`src/rtl/ahist_pkg.sv`:
```
// ----------------------------------------------------------------------------
// ahist_pkg
// Shared constants and types for the auto-ranging histogram.
// ----------------------------------------------------------------------------
package ahist_pkg;

    localparam int NUM_BINS    = 20;
    localparam int MAX_SAMPLES = 4096;
    localparam int SAMPLE_BITS = 32;

    localparam int ADDR_W = $clog2(MAX_SAMPLES);
    localparam int CNT_W  = $clog2(MAX_SAMPLES + 1);
    localparam int BIN_W  = $clog2(NUM_BINS);
    localparam int Q_W    = $clog2(NUM_BINS + 1);
    localparam int STEP_W = $clog2(Q_W + 1);
    localparam int PROD_W = SAMPLE_BITS + Q_W;

    localparam int OUT_FIELDS_W = BIN_W + 2 * CNT_W + 2 * SAMPLE_BITS;
    localparam int OUT_DATA_W   = ((OUT_FIELDS_W + 7) / 8) * 8;

    localparam logic [BIN_W-1:0] BIN_LAST = BIN_W'(NUM_BINS - 1);
    localparam logic [CNT_W-1:0] CNT_FULL = CNT_W'(MAX_SAMPLES);

    localparam logic signed [SAMPLE_BITS-1:0] SMAX = {1'b0, {(SAMPLE_BITS-1){1'b1}}};
    localparam logic signed [SAMPLE_BITS-1:0] SMIN = {1'b1, {(SAMPLE_BITS-1){1'b0}}};

    typedef enum logic [3:0] {
        ST_CLEAR,
        ST_LOAD,
        ST_FETCH,
        ST_LAUNCH,
        ST_DIVIDE,
        ST_BUMP_RD,
        ST_BUMP_WR,
        ST_OUT_RD,
        ST_OUT_LD,
        ST_EMPTY
    } state_t;

endpackage

```
`src/rtl/ahist_bin_div.sv`:
```
// ----------------------------------------------------------------------------
// ahist_bin_div
// Iterative bin quotient: floor((v-min)*NUM_BINS/span), clamped, one bit/cycle.
// ----------------------------------------------------------------------------
module ahist_bin_div
    import ahist_pkg::*;
(
    input  logic                          clk,
    input  logic                          rst_n,
    input  logic                          start,
    input  logic signed [SAMPLE_BITS-1:0] sample,
    input  logic signed [SAMPLE_BITS-1:0] min_val,
    input  logic signed [SAMPLE_BITS-1:0] max_val,
    output logic                          done,
    output logic [BIN_W-1:0]              q
);

    logic                   busy_reg,  busy_next;
    logic                   scale_reg, scale_next;
    logic                   done_reg,  done_next;
    logic [STEP_W-1:0]      k_reg,     k_next;
    logic [SAMPLE_BITS-1:0] diff_reg,  diff_next;
    logic [SAMPLE_BITS-1:0] span_reg,  span_next;
    logic [PROD_W-1:0]      rem_reg,   rem_next;
    logic [Q_W-1:0]         q_reg,     q_next;
    logic [PROD_W-1:0]      divisor;
    logic [PROD_W:0]        trial;

    assign divisor = PROD_W'(span_reg) << k_reg;
    assign trial   = {1'b0, rem_reg} - {1'b0, divisor};

    always_comb
    begin
        busy_next  = busy_reg;
        scale_next = 1'b0;
        done_next  = 1'b0;
        k_next     = k_reg;
        diff_next  = diff_reg;
        span_next  = span_reg;
        rem_next   = rem_reg;
        q_next     = q_reg;
        if (start)
        begin
            busy_next  = 1'b1;
            scale_next = 1'b1;
            diff_next  = SAMPLE_BITS'(sample - min_val);
            span_next  = SAMPLE_BITS'(max_val - min_val);
            q_next     = '0;
        end
        else if (scale_reg)
        begin
            rem_next = PROD_W'(diff_reg) * PROD_W'(NUM_BINS);
            k_next   = STEP_W'(Q_W - 1);
        end
        else if (busy_reg)
        begin
            if (!trial[PROD_W])
            begin
                rem_next = trial[PROD_W-1:0];
                q_next   = q_reg | (Q_W'(1) << k_reg);
            end
            if (k_reg == '0)
            begin
                busy_next = 1'b0;
                done_next = 1'b1;
            end
            else
            begin
                k_next = k_reg - 1'b1;
            end
        end
    end

    always_ff @(posedge clk or negedge rst_n)
    begin
        if (!rst_n)
        begin
            busy_reg  <= 1'b0;
            scale_reg <= 1'b0;
            done_reg  <= 1'b0;
        end
        else
        begin
            busy_reg  <= busy_next;
            scale_reg <= scale_next;
            done_reg  <= done_next;
        end
    end

    always_ff @(posedge clk)
    begin
        k_reg    <= k_next;
        diff_reg <= diff_next;
        span_reg <= span_next;
        rem_reg  <= rem_next;
        q_reg    <= q_next;
    end

    assign done = done_reg;

    always_comb
    begin
        if (span_reg == '0)
        begin
            q = '0;
        end
        else if (q_reg > Q_W'(NUM_BINS - 1))
        begin
            q = BIN_LAST;
        end
        else
        begin
            q = BIN_W'(q_reg);
        end
    end

endmodule

```
`config.mk`:
```
export PLATFORM = sky130hd
export DESIGN_NAME = ahist_bin_div
export DESIGN_NICKNAME = d
export VERILOG_FILES = /design/src/rtl/ahist_pkg.sv /design/src/rtl/ahist_bin_div.sv
export SDC_FILE = /design/constraint.sdc
export NUM_CORES = 1
export LEC_CHECK = 0
export ABC_AREA = 1
export BUFFER_PORTS_ARGS = -buffer_cell sky130_fd_sc_hd__buf_2
export CAP_MARGIN = 25
export CORE_MARGIN = 3
export CORE_UTILIZATION = 40
export DETAILED_ROUTE_END_ITERATION = 16
export GPL_TIMING_DRIVEN = 0
export PLACE_DENSITY_LB_ADDON = 0.25
export SLEW_MARGIN = 10
export SYNTH_ARGS = -nofsm -noshare
export SYNTH_HDL_FRONTEND = slang
export SYNTH_SLANG_ARGS = --single-unit
```
`constraint.sdc`:
```
create_clock -name clk -period 4.6 [get_ports clk]
set_input_delay 0.23 -clock clk [delete_from_list [all_inputs] [get_ports clk]]
set_output_delay 0.23 -clock clk [all_outputs]
set_load 0.01 [all_outputs]
```
==> metrics.txt <==
Period minus WS final=4000 ps; Worst Skew=between 15 and 20 ps; worst hold path class=input pin to register; period utilisation layout=around 87%; final instance area=between 15,000 and 20,000 um^2; fmax=250 MHz; RR Startpoint=k_reg[0]; clk slew on worst S/H paths=80 ps; largest net degree at the start of global routing=65; via/cell ratio=5.26; Critical path origin=k_reg[0]; Die Ht=194 um; Placer Congestion=0.985; IO Port Bufs=104; gr usage total=24.9%; clk buf depth=2; Final setup viols=0; Pwr Total=between 7000 and 8000 uW; measured slew at the worst slew-check pin=872 ps; Hold Startpoint=start; Post-Syn Area=14,100 um^2; HPWL after DPL=42,200 um; Static Leakage=between 0.007 and 0.008 uW; first drt pass iteration count=5; TritonCTS clock tree=built; fraction of registers with async set/reset=2.68%; count of warnings emitted by yosys=0; Synth Instances=2,199; Clock Latency Late Sink=370 ps; total CTS buffers=9; GR Overflow Total=0; total number of vias=about 15k; Max Transition Viols Final=0; number of global-route vias before repair=13.6k; initial DRC count=between 1k and 1.5k; final hold vios=0; pre-CTS WS=673 ps; Post-CTS Setup Repair Bufs=0; worst setup path category=register to register; share of cells above drive strength 1=7.67%; IO Pins=105; max_cap viols=0; Starting Density=40.8%; Final WS setup=601 ps; root buf cell=clkbuf_16; nets=2,584; global-route wire length before repair=74,100 um; core footprint=34,600 um^2; Post-synth EDFFs=around 100; maximum vdd drop=roughly 0.37 mV; Post-CTS Hold Buffers=1; Die Footprint=37,600 um^2; final antenna-violating net count=0; part of the Yosys area used for sequential elements=a little under a quarter; Crit. End Element=register; required time of the critical path=4700 ps; crit path max fanout=33; Synth Flop Type=edfxtp_1; Site Rows=68; Startpoint Class=register; final WL=48,300 um; clk sink count=112; Rel. slew slack=41.8%; RSZ-0062 raised after global routing=no; Area Overhead vs Synth=10.2%; Fin Hold WS=73.2 ps; share of the synthesized area in the top cell type=22.1%; initial antenna violation count=3; synthesized flop and latch total=112; arrival time at the worst endpoint=4100 ps; top post-synthesis cells by area=edfxtp_1, nand2_1, ha_1; # DRC=0; Die W=194 um; average size of a mapped cell=6.42 um^2; Synth area leader=edfxtp_1; post-CTS sizing=0; drt wl/cell=17.4 um; CTS H-tree depth=3; Cell variety after synth=48; Synthesized Nets=around 2.5k; most common cell after layout, fill and taps aside=nand2_1; DP Area=~15,000 um^2; reg2reg setup slack=around 600 ps; max reg flops=37; most frequent cells in the layout=nand2_1, inv_1, nor2_1; status=finished, final reports clean; P per Cell Area=between 500 and 600 nW/um^2; Filler cells=3,722
per-stage QoR:
| step | util, % | std cells | TNS, ps |
|---|---|---|---|
| finish | 44.9 | 2777 | 0 |
| global route | 44.9 | 2776 | 0 |
| CTS | 44.9 | 2776 | 0 |
| detailed placement | 44.1 | 2760 | 0 |
| global placement | 43.9 | 2758 | -11380 |
| floorplan | - | 2199 | 0 |
area by class of cell:
cell class,instances,area (um^2),area share (%)
Antenna cell,1,2.50,0.0161
Buffer,29,121,0.780
Clock buffer,10,229,1.47
Clock inverter,5,57.6,0.370
Inverter,286,1070,6.90
Multi-Input combinational cell,1772,9630,61.9
Sequential cell,112,3300,21.2
Tap cell,455,569,3.66
Timing Repair Buffer,107,581,3.73
power breakdown:
part | leakage (uW) | switching [uW] | internal, uW
Sequential | 0.00109 | 140 | 1530
Combinational | 0.00649 | 3610 | 1730
Clock | 0.000133 | 379 | 421
final timing paths:
check | end | cells after the start
worst min register to register | q_reg[0] | 2
worst max-delay path | rem_reg[25] | 17
min in group asynchronous | scale_reg | 2
worst min-delay path | scale_reg | 1
max in group asynchronous | busy_reg | 2
worst max register to register | rem_reg[25] | 17
kinds of logic (layout without fill, tap and decap cells):
family          Yosys count  in the layout  synth area share, %
simple gates           1127           1127                 33.4
compound gates          415            415                 15.8
buf+inv                 315            437                 8.46
fa+ha+maj               168            168                 15.1
flops                   112            112                 23.4
xor+xnor                 60             60                 3.72
mux                       2              2                0.151
other cells               0              1                    0
cells in the mapped netlist, types with 9 or more instances:
master    instances
nand2_1         692
inv_1           278
nor2_1          206
a21oi_1         171
o21ai_0         171
ha_1            164
nand3_1         113
edfxtp_1        104
xor2_1           50
nor3_1           33
nand4_1          26
clkbuf_1         20
a21o_1           15
o21ai_1          14
nand3b_1         13
o21bai_1         12
nor2_2           10
xnor2_1          10
o21a_1            9
critical path, stage by stage (launching register included):
cell and delay, ps:
edfxtp_1 380, buf_2 190, clkinv_1 310, nand2_1 150
nand2_1 80, nand2_1 60, o21ai_0 120, o21ai_0 630
ha_1 420, a21oi_1 240, o21ai_0 130, nand2_1 70
nand2_1 50, a21oi_1 230, nand2_4 140, nand2_1 100
nand2_2 160, buf_12 230
layer usage:
metal / up-vias / global-route usage (%) / wire [um] / share of wire (%)
li1: 7528 / - / - / -
met1: 6631 / 33.9 / 22000 / 46
met2: 404 / 42.5 / 22700 / 47
met3: 39 / 2.43 / 2410 / 5.0
met4: 2 / 6.78 / 1150 / 2.4
met5: - / 0 / 13 / 0.027
No activity file was read; power rests on OpenSTA's default activity.
